[config.mk]
export PLATFORM = sky130hd
export DESIGN_NAME = turn_signal_sweep_led_animator
export DESIGN_NICKNAME = d
export VERILOG_FILES = /design/src/tssla_pkg.sv /design/src/tssla_divider.sv /design/src/turn_signal_sweep_led_animator.sv
export SDC_FILE = /design/constraint.sdc
export NUM_CORES = 2
export LEC_CHECK = 0
export ABC_CLOCK_PERIOD_IN_PS = 20200
export BUFFER_PORTS_ARGS = -buffer_cell sky130_fd_sc_hd__buf_2
export CELL_PAD_IN_SITES_DETAIL_PLACEMENT = 0
export CELL_PAD_IN_SITES_GLOBAL_PLACEMENT = 2
export CORE_UTILIZATION = 25
export CTS_BUF_LIST = sky130_fd_sc_hd__clkbuf_4 sky130_fd_sc_hd__clkbuf_8
export CTS_CLUSTER_DIAMETER = 50
export DETAILED_ROUTE_END_ITERATION = 8
export HOLD_SLACK_MARGIN = 0.03
export PLACE_DENSITY = 0.56
export SETUP_SLACK_MARGIN = 0.3
export SLEW_MARGIN = 10
export SYNTH_ARGS = -nofsm -noshare
export SYNTH_HDL_FRONTEND = slang
export SYNTH_SLANG_ARGS = --single-unit
export TNS_END_PERCENT = 1
[constraint.sdc]
create_clock -name clk -period 20.2 [get_ports clk]
set_clock_uncertainty 0.1 [all_clocks]
set_input_delay 3.03 -clock clk [delete_from_list [all_inputs] [get_ports clk]]
set_output_delay 3.03 -clock clk [all_outputs]
set_load 0.005 [all_outputs]
[src/tssla_pkg.sv]
package tssla_pkg;

    localparam int MAX_LEDS = 256;

    localparam int TICK_W  = 24;
    localparam int DQ_W    = TICK_W + 1;
    localparam int STEP_W  = 5;
    localparam int COUNT_W = 9;
    localparam int CFG_W   = 24;
    localparam int INDEX_W = 3;

    localparam logic [1:0] ACT_TICK    = 2'd0;
    localparam logic [1:0] ACT_QUERY   = 2'd1;
    localparam logic [1:0] ACT_ENABLE  = 2'd2;
    localparam logic [1:0] ACT_DISABLE = 2'd3;

    localparam logic [INDEX_W-1:0] REG_DURATION = 3'd0;
    localparam logic [INDEX_W-1:0] REG_EASE_IN  = 3'd1;
    localparam logic [INDEX_W-1:0] REG_BLACK    = 3'd2;
    localparam logic [INDEX_W-1:0] REG_COUNT    = 3'd3;
    localparam logic [INDEX_W-1:0] REG_REVERSE  = 3'd4;
    localparam logic [INDEX_W-1:0] REG_RED      = 3'd5;
    localparam logic [INDEX_W-1:0] REG_GREEN    = 3'd6;
    localparam logic [INDEX_W-1:0] REG_BLUE     = 3'd7;

    localparam logic [TICK_W-1:0]  RST_DURATION = 24'd1000;
    localparam logic [TICK_W-1:0]  RST_EASE_IN  = 24'd400;
    localparam logic [TICK_W-1:0]  RST_BLACK    = 24'd200;
    localparam logic [COUNT_W-1:0] RST_COUNT    = 9'd8;
    localparam logic [7:0]         RST_RED      = 8'd255;
    localparam logic [7:0]         RST_GREEN    = 8'd160;
    localparam logic [7:0]         RST_BLUE     = 8'd0;

    typedef struct packed {
        logic [1:0]  action;
        logic [15:0] elapsed_ticks;
        logic [7:0]  led_position;
    } in_item_t;

    typedef struct packed {
        logic [7:0] out_red;
        logic [7:0] out_green;
        logic [7:0] out_blue;
    } out_item_t;

    typedef struct packed {
        logic              start;
        logic [STEP_W-1:0] steps;
        logic [TICK_W-1:0] divisor;
        logic [TICK_W-1:0] rem_init;
        logic [DQ_W-1:0]   dq_init;
    } div_req_t;

    typedef struct packed {
        logic              done;
        logic [TICK_W-1:0] rem;
        logic [DQ_W-1:0]   dq;
    } div_rsp_t;

endpackage

[src/tssla_divider.sv]
module tssla_divider
    import tssla_pkg::*;
(
    input  logic     clk,
    input  logic     rst_n,
    input  div_req_t req,
    output div_rsp_t rsp
);

    logic              busy_reg, busy_next;
    logic [STEP_W-1:0] cnt_reg, cnt_next;
    logic [TICK_W-1:0] rem_reg, rem_next;
    logic [DQ_W-1:0]   dq_reg, dq_next;
    logic [TICK_W-1:0] div_reg, div_next;
    logic [DQ_W:0]     trial;

    // one restoring step: shift the next dividend bit in, subtract if it fits
    assign trial = {1'b0, rem_reg, dq_reg[DQ_W-1]} - {2'b00, div_reg};

    always_comb
    begin
        busy_next = busy_reg;
        cnt_next  = cnt_reg;
        rem_next  = rem_reg;
        dq_next   = dq_reg;
        div_next  = div_reg;
        if (req.start)
        begin
            busy_next = 1'b1;
            cnt_next  = req.steps;
            rem_next  = req.rem_init;
            dq_next   = req.dq_init;
            div_next  = req.divisor;
        end
        else if (busy_reg)
        begin
            if (cnt_reg == '0)
            begin
                busy_next = 1'b0;
            end
            else
            begin
                cnt_next = cnt_reg - 1'b1;
                if (trial[DQ_W])
                begin
                    rem_next = {rem_reg[TICK_W-2:0], dq_reg[DQ_W-1]};
                    dq_next  = {dq_reg[DQ_W-2:0], 1'b0};
                end
                else
                begin
                    rem_next = trial[TICK_W-1:0];
                    dq_next  = {dq_reg[DQ_W-2:0], 1'b1};
                end
            end
        end
    end

    always_ff @(posedge clk or negedge rst_n)
    begin
        if (!rst_n)
        begin
            busy_reg <= 1'b0;
            cnt_reg  <= '0;
        end
        else
        begin
            busy_reg <= busy_next;
            cnt_reg  <= cnt_next;
        end
    end

    always_ff @(posedge clk)
    begin
        rem_reg <= rem_next;
        dq_reg  <= dq_next;
        div_reg <= div_next;
    end

    assign rsp.done = busy_reg && (cnt_reg == '0);
    assign rsp.rem  = rem_reg;
    assign rsp.dq   = dq_reg;

endmodule

[src/turn_signal_sweep_led_animator.sv]
// Turn-signal sweep animator. Beats on the input channel tick the animation
// clock, enable/restart it, disable it, or ask for the colour of one LED; only
// a query returns a beat. Enable, disable and a tick while disabled are handled
// in the idle state alone. A tick while enabled wraps the animation time in
// 25 steps through the shared restoring divider. A query in the dark phase
// goes straight to the output state; otherwise it makes two divider passes of
// FRACTION_BITS+1 steps each (LED displacement, phase progress) and then five
// products through the one multiplier (cube easing, then red, green, blue).
// The result sits in an output register, so the next beat is taken while it
// waits.
module turn_signal_sweep_led_animator
    import tssla_pkg::*;
#(
    parameter int FRACTION_BITS = 16
)
(
    input  logic               clk,
    input  logic               rst_n,
    input  logic               in_valid,
    output logic               in_ready,
    input  in_item_t           in_data,
    output logic               out_valid,
    input  logic               out_ready,
    output out_item_t          out_data,
    input  logic               cfg_we,
    input  logic [INDEX_W-1:0] cfg_index,
    input  logic [CFG_W-1:0]   cfg_data
);

    localparam int F  = FRACTION_BITS;
    localparam int PW = 2 * F + 2;
    localparam logic [F:0] ONE = {1'b1, {F{1'b0}}};
    localparam logic [STEP_W-1:0] FRAC_STEPS = STEP_W'(F + 1);
    localparam logic [STEP_W-1:0] TICK_STEPS = STEP_W'(DQ_W);

    localparam logic [3:0] ST_IDLE   = 4'd0;
    localparam logic [3:0] ST_TICK   = 4'd1;
    localparam logic [3:0] ST_DIV_D  = 4'd2;
    localparam logic [3:0] ST_DIV_P  = 4'd3;
    localparam logic [3:0] ST_EASE   = 4'd4;
    localparam logic [3:0] ST_MUL_SQ = 4'd5;
    localparam logic [3:0] ST_MUL_CU = 4'd6;
    localparam logic [3:0] ST_EASE_E = 4'd7;
    localparam logic [3:0] ST_MUL_R  = 4'd8;
    localparam logic [3:0] ST_MUL_G  = 4'd9;
    localparam logic [3:0] ST_MUL_B  = 4'd10;
    localparam logic [3:0] ST_DONE   = 4'd11;

    localparam logic [1:0] MODE_BLACK = 2'd0;
    localparam logic [1:0] MODE_IN    = 2'd1;
    localparam logic [1:0] MODE_OUT   = 2'd2;

    logic [TICK_W-1:0]  duration_reg, ease_in_reg, black_reg;
    logic [COUNT_W-1:0] count_reg;
    logic               reverse_reg;
    logic [7:0]         red_cfg_reg, green_cfg_reg, blue_cfg_reg;

    logic [3:0]        state_reg, state_next;
    logic [1:0]        mode_reg, mode_next;
    logic [TICK_W-1:0] anim_reg, anim_next;
    logic              enabled_reg, enabled_next;
    logic              out_valid_reg, out_valid_next;
    out_item_t         out_data_reg, out_data_next;
    logic [F:0]        d_reg, d_next;
    logic [F:0]        p_reg, p_next;
    logic [F:0]        u_reg, u_next;
    logic [F:0]        e_reg, e_next;
    logic [7:0]        red_reg, red_next;
    logic [7:0]        green_reg, green_next;
    logic [PW-1:0]     prod_reg;

    logic              mul_en;
    logic [F:0]        mul_a, mul_b;
    div_req_t          div_req;
    div_rsp_t          div_rsp;

    logic [TICK_W-1:0]  dur_c, ein_c;
    logic [COUNT_W-1:0] count_c, count_m1;
    logic [7:0]         pos_sat, pos_eff;
    logic [TICK_W+1:0]  dark_start, out_div;
    logic [1:0]         mode_q;
    logic [TICK_W-1:0]  p_num, p_div;
    logic [F+2:0]       sum2;
    logic [F+2:0]       tdiff;
    logic [F:0]         tc;
    logic [7:0]         scaled;
    logic               in_fire;

    tssla_divider u_divider
    (
        .clk   (clk),
        .rst_n (rst_n),
        .req   (div_req),
        .rsp   (div_rsp)
    );

    function automatic logic [7:0] chan_val(input logic [1:0] mode,
                                            input logic [7:0] c,
                                            input logic [7:0] s);
        logic [7:0] r;
        begin
            case (mode)
                MODE_IN:  r = s;
                MODE_OUT: r = c - s;
                default:  r = 8'd0;
            endcase
            return r;
        end
    endfunction

    assign in_ready = (state_reg == ST_IDLE);
    assign in_fire  = in_valid && in_ready;
    assign out_valid = out_valid_reg;
    assign out_data  = out_data_reg;

    assign dur_c = (duration_reg == '0) ? TICK_W'(1) : duration_reg;
    assign ein_c = (ease_in_reg == '0) ? TICK_W'(1) : ease_in_reg;

    always_comb
    begin
        if (count_reg < COUNT_W'(2))
            count_c = COUNT_W'(2);
        else if (count_reg > COUNT_W'(MAX_LEDS))
            count_c = COUNT_W'(MAX_LEDS);
        else
            count_c = count_reg;
    end

    assign count_m1 = count_c - 1'b1;
    assign pos_sat  = ({1'b0, in_data.led_position} > count_m1) ? count_m1[7:0]
                                                               : in_data.led_position;
    assign pos_eff  = reverse_reg ? (count_m1[7:0] - pos_sat) : pos_sat;

    assign dark_start = {2'b00, duration_reg} - {2'b00, black_reg};
    assign out_div    = dark_start - {2'b00, ease_in_reg};

    always_comb
    begin
        if (anim_reg <= ease_in_reg)
            mode_q = MODE_IN;
        else if ($signed({2'b00, anim_reg}) <= $signed(dark_start))
            mode_q = MODE_OUT;
        else
            mode_q = MODE_BLACK;
    end

    assign p_num = (mode_reg == MODE_IN) ? anim_reg : (anim_reg - ease_in_reg);
    assign p_div = (mode_reg == MODE_IN) ? ein_c : out_div[TICK_W-1:0];

    // displaced phase 2p + d - 1, clamped to 0..1
    assign sum2  = {1'b0, p_reg, 1'b0} + {2'b00, d_reg};
    assign tdiff = sum2 - {2'b00, ONE};
    always_comb
    begin
        if (sum2 < {2'b00, ONE})
            tc = '0;
        else if (tdiff > {2'b00, ONE})
            tc = ONE;
        else
            tc = tdiff[F:0];
    end

    assign scaled = prod_reg[F+7:F];

    always_comb
    begin
        state_next     = state_reg;
        mode_next      = mode_reg;
        anim_next      = anim_reg;
        enabled_next   = enabled_reg;
        out_valid_next = out_valid_reg;
        out_data_next  = out_data_reg;
        d_next         = d_reg;
        p_next         = p_reg;
        u_next         = u_reg;
        e_next         = e_reg;
        red_next       = red_reg;
        green_next     = green_reg;
        mul_en         = 1'b0;
        mul_a          = u_reg;
        mul_b          = u_reg;
        div_req        = '0;

        if (out_valid_reg && out_ready)
            out_valid_next = 1'b0;

        unique case (state_reg)
            ST_IDLE:
            begin
                if (in_fire)
                begin
                    unique case (in_data.action)
                        ACT_TICK:
                        begin
                            if (enabled_reg)
                            begin
                                div_req.start    = 1'b1;
                                div_req.steps    = TICK_STEPS;
                                div_req.divisor  = dur_c;
                                div_req.rem_init = '0;
                                div_req.dq_init  = {1'b0, anim_reg}
                                                 + {9'd0, in_data.elapsed_ticks};
                                state_next = ST_TICK;
                            end
                        end
                        ACT_QUERY:
                        begin
                            mode_next = mode_q;
                            if (mode_q == MODE_BLACK)
                            begin
                                state_next = ST_DONE;
                            end
                            else
                            begin
                                div_req.start    = 1'b1;
                                div_req.steps    = FRAC_STEPS;
                                div_req.divisor  = {{(TICK_W-COUNT_W){1'b0}}, count_m1};
                                div_req.rem_init = {{(TICK_W-7){1'b0}}, pos_eff[7:1]};
                                div_req.dq_init  = {pos_eff[0], {(DQ_W-1){1'b0}}};
                                state_next = ST_DIV_D;
                            end
                        end
                        ACT_ENABLE:
                        begin
                            anim_next    = '0;
                            enabled_next = 1'b1;
                        end
                        ACT_DISABLE:
                        begin
                            enabled_next = 1'b0;
                        end
                        default:
                        begin
                        end
                    endcase
                end
            end
            ST_TICK:
            begin
                if (div_rsp.done)
                begin
                    anim_next  = div_rsp.rem;
                    state_next = ST_IDLE;
                end
            end
            ST_DIV_D:
            begin
                if (div_rsp.done)
                begin
                    d_next           = div_rsp.dq[F:0];
                    div_req.start    = 1'b1;
                    div_req.steps    = FRAC_STEPS;
                    div_req.divisor  = p_div;
                    div_req.rem_init = {1'b0, p_num[TICK_W-1:1]};
                    div_req.dq_init  = {p_num[0], {(DQ_W-1){1'b0}}};
                    state_next       = ST_DIV_P;
                end
            end
            ST_DIV_P:
            begin
                if (div_rsp.done)
                begin
                    p_next     = div_rsp.dq[F:0];
                    state_next = ST_EASE;
                end
            end
            ST_EASE:
            begin
                u_next     = ONE - tc;
                state_next = ST_MUL_SQ;
            end
            ST_MUL_SQ:
            begin
                mul_en     = 1'b1;
                state_next = ST_MUL_CU;
            end
            ST_MUL_CU:
            begin
                mul_en     = 1'b1;
                mul_a      = prod_reg[2*F:F];
                state_next = ST_EASE_E;
            end
            ST_EASE_E:
            begin
                e_next     = ONE - prod_reg[2*F:F];
                state_next = ST_MUL_R;
            end
            ST_MUL_R:
            begin
                mul_en     = 1'b1;
                mul_a      = {{(F-7){1'b0}}, red_cfg_reg};
                mul_b      = e_reg;
                state_next = ST_MUL_G;
            end
            ST_MUL_G:
            begin
                red_next   = chan_val(mode_reg, red_cfg_reg, scaled);
                mul_en     = 1'b1;
                mul_a      = {{(F-7){1'b0}}, green_cfg_reg};
                mul_b      = e_reg;
                state_next = ST_MUL_B;
            end
            ST_MUL_B:
            begin
                green_next = chan_val(mode_reg, green_cfg_reg, scaled);
                mul_en     = 1'b1;
                mul_a      = {{(F-7){1'b0}}, blue_cfg_reg};
                mul_b      = e_reg;
                state_next = ST_DONE;
            end
            ST_DONE:
            begin
                if (!out_valid_reg || out_ready)
                begin
                    out_valid_next = 1'b1;
                    if (mode_reg == MODE_BLACK)
                    begin
                        out_data_next = '0;
                    end
                    else
                    begin
                        out_data_next.out_red   = red_reg;
                        out_data_next.out_green = green_reg;
                        out_data_next.out_blue  = chan_val(mode_reg, blue_cfg_reg, scaled);
                    end
                    state_next = ST_IDLE;
                end
            end
            default:
            begin
                state_next = ST_IDLE;
            end
        endcase
    end

    always_ff @(posedge clk or negedge rst_n)
    begin
        if (!rst_n)
        begin
            duration_reg  <= RST_DURATION;
            ease_in_reg   <= RST_EASE_IN;
            black_reg     <= RST_BLACK;
            count_reg     <= RST_COUNT;
            reverse_reg   <= 1'b0;
            red_cfg_reg   <= RST_RED;
            green_cfg_reg <= RST_GREEN;
            blue_cfg_reg  <= RST_BLUE;
        end
        else if (cfg_we)
        begin
            unique case (cfg_index)
                REG_DURATION: duration_reg  <= cfg_data[TICK_W-1:0];
                REG_EASE_IN:  ease_in_reg   <= cfg_data[TICK_W-1:0];
                REG_BLACK:    black_reg     <= cfg_data[TICK_W-1:0];
                REG_COUNT:    count_reg     <= cfg_data[COUNT_W-1:0];
                REG_REVERSE:  reverse_reg   <= cfg_data[0];
                REG_RED:      red_cfg_reg   <= cfg_data[7:0];
                REG_GREEN:    green_cfg_reg <= cfg_data[7:0];
                REG_BLUE:     blue_cfg_reg  <= cfg_data[7:0];
                default:
                begin
                end
            endcase
        end
    end

    always_ff @(posedge clk or negedge rst_n)
    begin
        if (!rst_n)
        begin
            state_reg     <= ST_IDLE;
            mode_reg      <= MODE_BLACK;
            anim_reg      <= '0;
            enabled_reg   <= 1'b0;
            out_valid_reg <= 1'b0;
        end
        else
        begin
            state_reg     <= state_next;
            mode_reg      <= mode_next;
            anim_reg      <= anim_next;
            enabled_reg   <= enabled_next;
            out_valid_reg <= out_valid_next;
        end
    end

    always_ff @(posedge clk)
    begin
        out_data_reg <= out_data_next;
        d_reg        <= d_next;
        p_reg        <= p_next;
        u_reg        <= u_next;
        e_reg        <= e_next;
        red_reg      <= red_next;
        green_reg    <= green_next;
        if (mul_en)
            prod_reg <= mul_a * mul_b;
    end

endmodule

; Word level (Yosys, flattened, before mapping)
; Cells that the tools add are included.
[word_totals]
reg_bits = 358
latch_bits = 0
ram_bits = 0
romBits = 0
in_bits = 58
wordCells = 172
n_memories = 0
[classes]
add_sub_neg = 15
n_mul = 1
div_mod_pow = 0
n_lt_le_gt_ge = 7
n_eq_ne = 32
shifts = 0
muxes = 55
n_bitwise = 0
reduce_logical = 34
[ops]
columns = operator, n
row1 = 79-bit 2-to-1 mux, 4
row2 = 79-bit case mux with 2 select lines, 2
row3 = 24-bit 2-to-1 mux, 11
row4 = 25-bit 2-to-1 mux, 3
row5 = 17-bit case mux with 4 select lines, 1
row6 = 17-bit 2-to-1 mux, 3
row7 = 24-bit logical NOT, 2
row8 = 24-bit case mux with 2 select lines, 1
row9 = 4-bit case mux with 12 select lines, 1
row10 = 8-bit case mux with 2 select lines, 3
row11 = 24-bit subtractor, 2
row12 = 17-bit subtractor (first input constant), 2
row13 = 17-bit by 17-bit multiplier with 33-bit output, 1
row14 = 8-bit subtractor, 4
row15 = 4-bit 2-to-1 mux, 7
row16 = 25-bit by 24-bit subtractor with 26-bit output, 1
row17 = 24-bit by 16-bit adder with 25-bit output, 1
row18 = 25-bit <= comparator, 1
row19 = 24-bit by 24-bit subtractor with 25-bit output, 1
row20 = 24-bit <= comparator, 1
row21 = 2-bit AND reduction, 12
row22 = 18-bit by 17-bit adder with 19-bit output, 1
row23 = 19-bit by 17-bit greater-than comparator with 1-bit output (second input constant), 1
row24 = 19-bit by 17-bit less-than comparator with 1-bit output (second input constant), 1
row25 = other kinds (39), 77

; Longest topological paths before layout
[depth]
depth_word = 14
ltp_mapped = 33
mapped_depth_nobuf = 31

; Cells and area by module
; Synthesis repeated with hierarchy kept, for this count alone.
[hier_totals]
cells_unflattened = 3584
area_unflattened_um2 = 32847.8
[modules_own_cells]
columns = module, n_inst, cells_per_inst, area_each_um2, seq_area_each_um2
row1 = turn_signal_sweep_led_animator, 1, 3175, 28202.0, 7235.7
row2 = tssla_divider, 1, 409, 4645.7, 2342.2

; Worst setup path after synthesis
; OpenSTA, ideal clock, no wires.
[synth_timing]
path_kind = reg-to-reg
from = register state_reg[2]
to = register prod_reg[31], data pin
setup_ps = 266
t_arrival_ps = 7715
setup_slack_ps = 12119
path_stages_with_launch = 31
synth_period_minus_slack_ps = 8081
path_cell_list = dfrtp_1 -> clkbuf_1 -> inv_1 -> nand2_1 -> clkbuf_1 -> nor2_1 -> a22oi_1 -> o221ai_1 -> clkbuf_1 -> nand2_1 -> fa_1 -> inv_1 -> fa_1 -> inv_1 -> fa_1 -> fa_1 -> inv_1 -> fa_1 -> fa_1 -> ha_1 -> and4_1 -> a31oi_1 -> o21ai_0 -> a21o_1 -> a21oi_1 -> o21ai_0 -> nand4bb_1 -> a221o_1 -> a41oi_1 -> a21boi_0 -> xor2_1
[synth_between]
elab_chain_len = 4
[synth_lines]
columns = item, line
row1 = start: declaration, turn_signal_sweep_led_animator.sv:58  ; logic [3:0] state_reg, state_next;
row2 = start signal: assignment, turn_signal_sweep_led_animator.sv:379  ; state_reg <= state_next;
row3 = 4-bit == test, turn_signal_sweep_led_animator.sv:187  ; unique case (state_reg)
row4 = 3-bit OR reduction (no source line), --
row5 = 17-bit 2-to-1 mux, turn_signal_sweep_led_animator.sv:187
row6 = 17-bit by 17-bit multiplier with 33-bit output *, turn_signal_sweep_led_animator.sv:397  ; prod_reg <= mul_a * mul_b;
row7 = end signal: assignment, turn_signal_sweep_led_animator.sv:397
row8 = end: declaration, turn_signal_sweep_led_animator.sv:70  ; logic [PW-1:0] prod_reg;
; Every way passes the cells marked *; elsewhere a longest branch is shown, timed or not.
; A chain may end at the register's enable or synchronous reset.

; Worst setup path in the final report
[layout_timing]
from = register state_reg[0]
to = register prod_reg[31], data pin
; The elaborated chain is that of the path after synthesis.

==> impl_metrics.xml <==
<?xml version="1.0" encoding="UTF-8"?>
<metrics>
  <group name="detailed_routing">
    <metric name="first_pass_iters" unit="">5</metric>
    <metric name="total_length_of_routed_met3_wires" unit="mm">3.771</metric>
    <metric name="num_vias" unit="">24720</metric>
    <metric name="drt_first_iter_violations" unit="">1203</metric>
    <metric name="detail_route.wirelength.met1" unit="mm">46.99</metric>
    <metric name="viasPerCell" unit="">4.662</metric>
    <metric name="detailed_route_wire_length" unit="mm">110.1</metric>
    <metric name="number_of_nets_with_antenna_violations_after_routing" unit="">0</metric>
    <metric name="wl_per_cell" unit="um">20.77</metric>
    <metric name="drc" unit="">0</metric>
    <metric name="met2_length" unit="mm">56.67</metric>
    <metric name="top_metal_layer_carrying_routed_signals" unit="">met5</metric>
  </group>
  <group name="global_route">
    <metric name="grt_pass1_wl" unit="mm">167.1</metric>
    <metric name="first_global_vias" unit="">26260</metric>
    <metric name="grt_start_max_net_pins" unit="">91</metric>
    <metric name="globalRouteOverflowTotal" unit="">0</metric>
    <metric name="groute.usage.overall" unit="">0.1710</metric>
    <metric name="initial_antenna_violation_count" unit="">13</metric>
  </group>
  <group name="pwr">
    <metric name="cellPowerDensity" unit="nW/um^2">134.9</metric>
    <metric name="max-vdd-ir-drop" unit="uV">85.86</metric>
    <metric name="power_leakage" unit="uW">0.01631</metric>
  </group>
  <group name="logic_synthesis">
    <metric name="synth_enable_flop_cells" unit="">198</metric>
    <metric name="yosys_warnings" unit="">0</metric>
    <metric name="ys_seq_area_frac" unit="">0.2976</metric>
    <metric name="post_synth.cell_area_avg" unit="um^2">9.198</metric>
    <metric name="synth_cell_area" unit="um^2">32180</metric>
    <metric name="synth_cell_type_count" unit="">92</metric>
    <metric name="postSynthRegisterBits" unit="">342</metric>
    <metric name="netlist_instances" unit="">3499</metric>
    <metric name="async_flop_share" unit="">0.4211</metric>
    <metric name="ys_dominant_reg_cell" unit="">edfxtp_1</metric>
    <metric name="syn-num-nets" unit="">4082</metric>
  </group>
  <group name="clock_network">
    <metric name="post_cts.resized_instances" unit="">0</metric>
    <metric name="cts_sinks" unit="">342</metric>
    <metric name="cts_buffers" unit="">69</metric>
    <metric name="post-cts-setup-buffers" unit="">0</metric>
    <metric name="clock_latency" unit="ns">0.73</metric>
    <metric name="cts_tree" unit="">done</metric>
    <metric name="clockRootBuffer" unit="">clkbuf_8</metric>
    <metric name="cts.reportedPaths.clkPinSlew" unit="ns">0.06</metric>
    <metric name="cts-hold-fix-buffers" unit="">0</metric>
    <metric name="clk_path_buf_depth" unit="">3</metric>
    <metric name="cts-htree-levels" unit="">3</metric>
  </group>
  <group name="worst_setup_path">
    <metric name="cp_data_arrival_time" unit="ns">10.08</metric>
    <metric name="critPathMaxFanout" unit="">20</metric>
    <metric name="timing_worst_setup_path_type" unit="">reg -&gt; reg</metric>
    <metric name="endpoint_kind" unit="">flip-flop</metric>
    <metric name="critical_path.startpoint_type" unit="">flip-flop</metric>
    <metric name="timing.critical_path.required" unit="ns">20.56</metric>
  </group>
  <group name="placement">
    <metric name="place.port_buffers" unit="">83</metric>
    <metric name="post-dp-hpwl" unit="mm">87.90</metric>
    <metric name="dp_slack" unit="ns">10.36</metric>
    <metric name="gp_congestion" unit="">0.8033</metric>
    <metric name="detailed_place.area" unit="um^2">34670</metric>
  </group>
  <group name="sta">
    <metric name="max_freq" unit="MHz">102.9</metric>
    <metric name="finalSetupViolations" unit="">0</metric>
    <metric name="hold_violations_final" unit="">0</metric>
    <metric name="post-route-min-period" unit="ns">9.719</metric>
    <metric name="timing.final.max_slew_violations" unit="">0</metric>
    <metric name="worst_slack" unit="ns">10.48</metric>
    <metric name="setup_repair_after_global_routing_missed_its_margin" unit="">no</metric>
    <metric name="tightest_slew" unit="ns">1.171</metric>
    <metric name="finalCritPeriodShare" unit="">0.4811</metric>
    <metric name="setup_total_negative_slack" unit="ns">0</metric>
    <metric name="worst_slew_margin_rel" unit="">0.1989</metric>
  </group>
  <group name="floorplan">
    <metric name="fp.dieW" unit="um">360.8</metric>
    <metric name="initial_core_util" unit="">0.2520</metric>
    <metric name="dieHeight" unit="um">360.8</metric>
    <metric name="floorplan.die_area" unit="um^2">130200</metric>
    <metric name="floorplan.core_area" unit="um^2">127700</metric>
    <metric name="io-pin-count" unit="">84</metric>
    <metric name="rows" unit="">131</metric>
  </group>
  <group name="final_layout">
    <metric name="area_growth" unit="%">12.20</metric>
    <metric name="layout_common_cells" unit="">nand2_1, inv_1, ha_1</metric>
    <metric name="stdcell_area" unit="um^2">36110</metric>
    <metric name="post-route-util" unit="">0.2828</metric>
    <metric name="layout.cells.most_common" unit="">nand2_1</metric>
    <metric name="finalNetCount" unit="">4171</metric>
    <metric name="largest_register_ff_count" unit="">25</metric>
    <metric name="final_layout_size_suffix_gt1_frac" unit="">0.1047</metric>
  </group>
  <group name="run">
    <metric name="drv_cap" unit="">0</metric>
  </group>
  <group name="hold_path">
    <metric name="worst_hold_path_type" unit="">reg -&gt; reg</metric>
  </group>
  <group name="outcome">
    <metric name="run_status" unit="">finished, final reports clean</metric>
  </group>
</metrics>
## cells by family (layout without fill, tap and decap cells)
family | after synthesis | after routing | synth area share
AOI/OAI and AO/OA | 766 | 766 | 0.1548
xor gates and xnor gates | 188 | 188 | 0.05116
adders and majority gates | 526 | 526 | 0.2583
buffers and inverters | 574 | 715 | 0.06734
DFF | 342 | 342 | 0.2976
muxes | 92 | 92 | 0.03118
other | 0 | 1 | 0
and+or+nand+nor | 1011 | 1011 | 0.1396
## worst paths after layout
path                                           from                    to  slack (ns)  depth (start not counted)
worst max-delay path                   state_reg[0]          prod_reg[31]       10.48                         27
worst min-delay path            u_divider.dq_reg[1]              p_reg[1]        0.39                          0
worst max register to register         state_reg[0]          prod_reg[31]       10.48                         27
worst min register to register  u_divider.dq_reg[1]              p_reg[1]        0.39                          0
max in group asynchronous                     rst_n  u_divider.cnt_reg[1]       16.14                          3
min in group asynchronous                     rst_n         black_reg[21]        2.23                          1
## per-stage QoR
stage / total power, uW / hold WS [ns] / cells
floorplan: 3299 / 0.3449 / 3499
global placement: 4198 / 0.3640 / 5179
detailed placement: 4168 / 0.3772 / 5179
CTS: 4984 / 0.3954 / 5302
global route: 5360 / 0.4084 / 5303
finish: 4873 / 0.3866 / 5303
## layout make-up
type,count,area [um^2]
clock inverter,26,222.7
tap,1662,2079
multi-input combinational,2583,20500
fill,13680,91570
clock buffer,97,1210
antenna,1,2.502
sequential,342,9578
inverter,460,1727
timing repair buffer,132,789.5
## synthesized netlist by cell type (40+ instances only)
master | count | area [um^2]
xnor2_1 | 123 | 1077
nor3_1 | 42 | 210.2
xor2_1 | 65 | 569.3
nor2b_1 | 40 | 250.2
dfrtp_1 | 121 | 3028
o21ai_0 | 205 | 1026
a21oi_1 | 167 | 835.8
inv_1 | 457 | 1715
mux2_2 | 63 | 709.4
ha_1 | 294 | 3679
nor2_1 | 257 | 964.7
edfxtp_1 | 198 | 5946
a21o_1 | 95 | 713.2
fa_1 | 231 | 4624
clkbuf_1 | 100 | 375.4
nand2_1 | 473 | 1775
## per-layer routing
metal / vias to the layer above / global-route usage
li1: 12110 / -
met1: 12160 / 0.2057
met2: 302 / 0.3097
met3: 139 / 0.02848
met4: 14 / 0.04981
met5: - / 0
## report_power, final
part	internal [uW]	switching [uW]	leakage, uW
combinational	1220	1700	0.0120
clock	427	337	0.000746
sequential	1010	183	0.00361
total	2660	2220	0.0163
## critical path, cell delays in order (launching register included)
cell and delay, ns:
dfrtp_1 0.66, nand2b_1 0.36, nor2_1 0.90, a22oi_1 0.28, o221ai_1 0.16, buf_4 0.30, nand2_1 0.11, fa_1 0.56
inv_1 0.05, fa_1 0.53, inv_1 0.05, fa_1 0.46, fa_1 0.49, inv_1 0.05, fa_1 0.51, fa_1 0.52
ha_1 0.33, and4_1 0.19, a31oi_1 0.17, o21ai_0 0.10, a21o_1 0.18, a21oi_1 0.41, o21ai_0 0.37, nand4bb_1 0.46
a221o_1 0.45, a41oi_1 0.36, a21boi_0 0.17, xor2_1 0.17
Power figures use the tool's default switching activity.
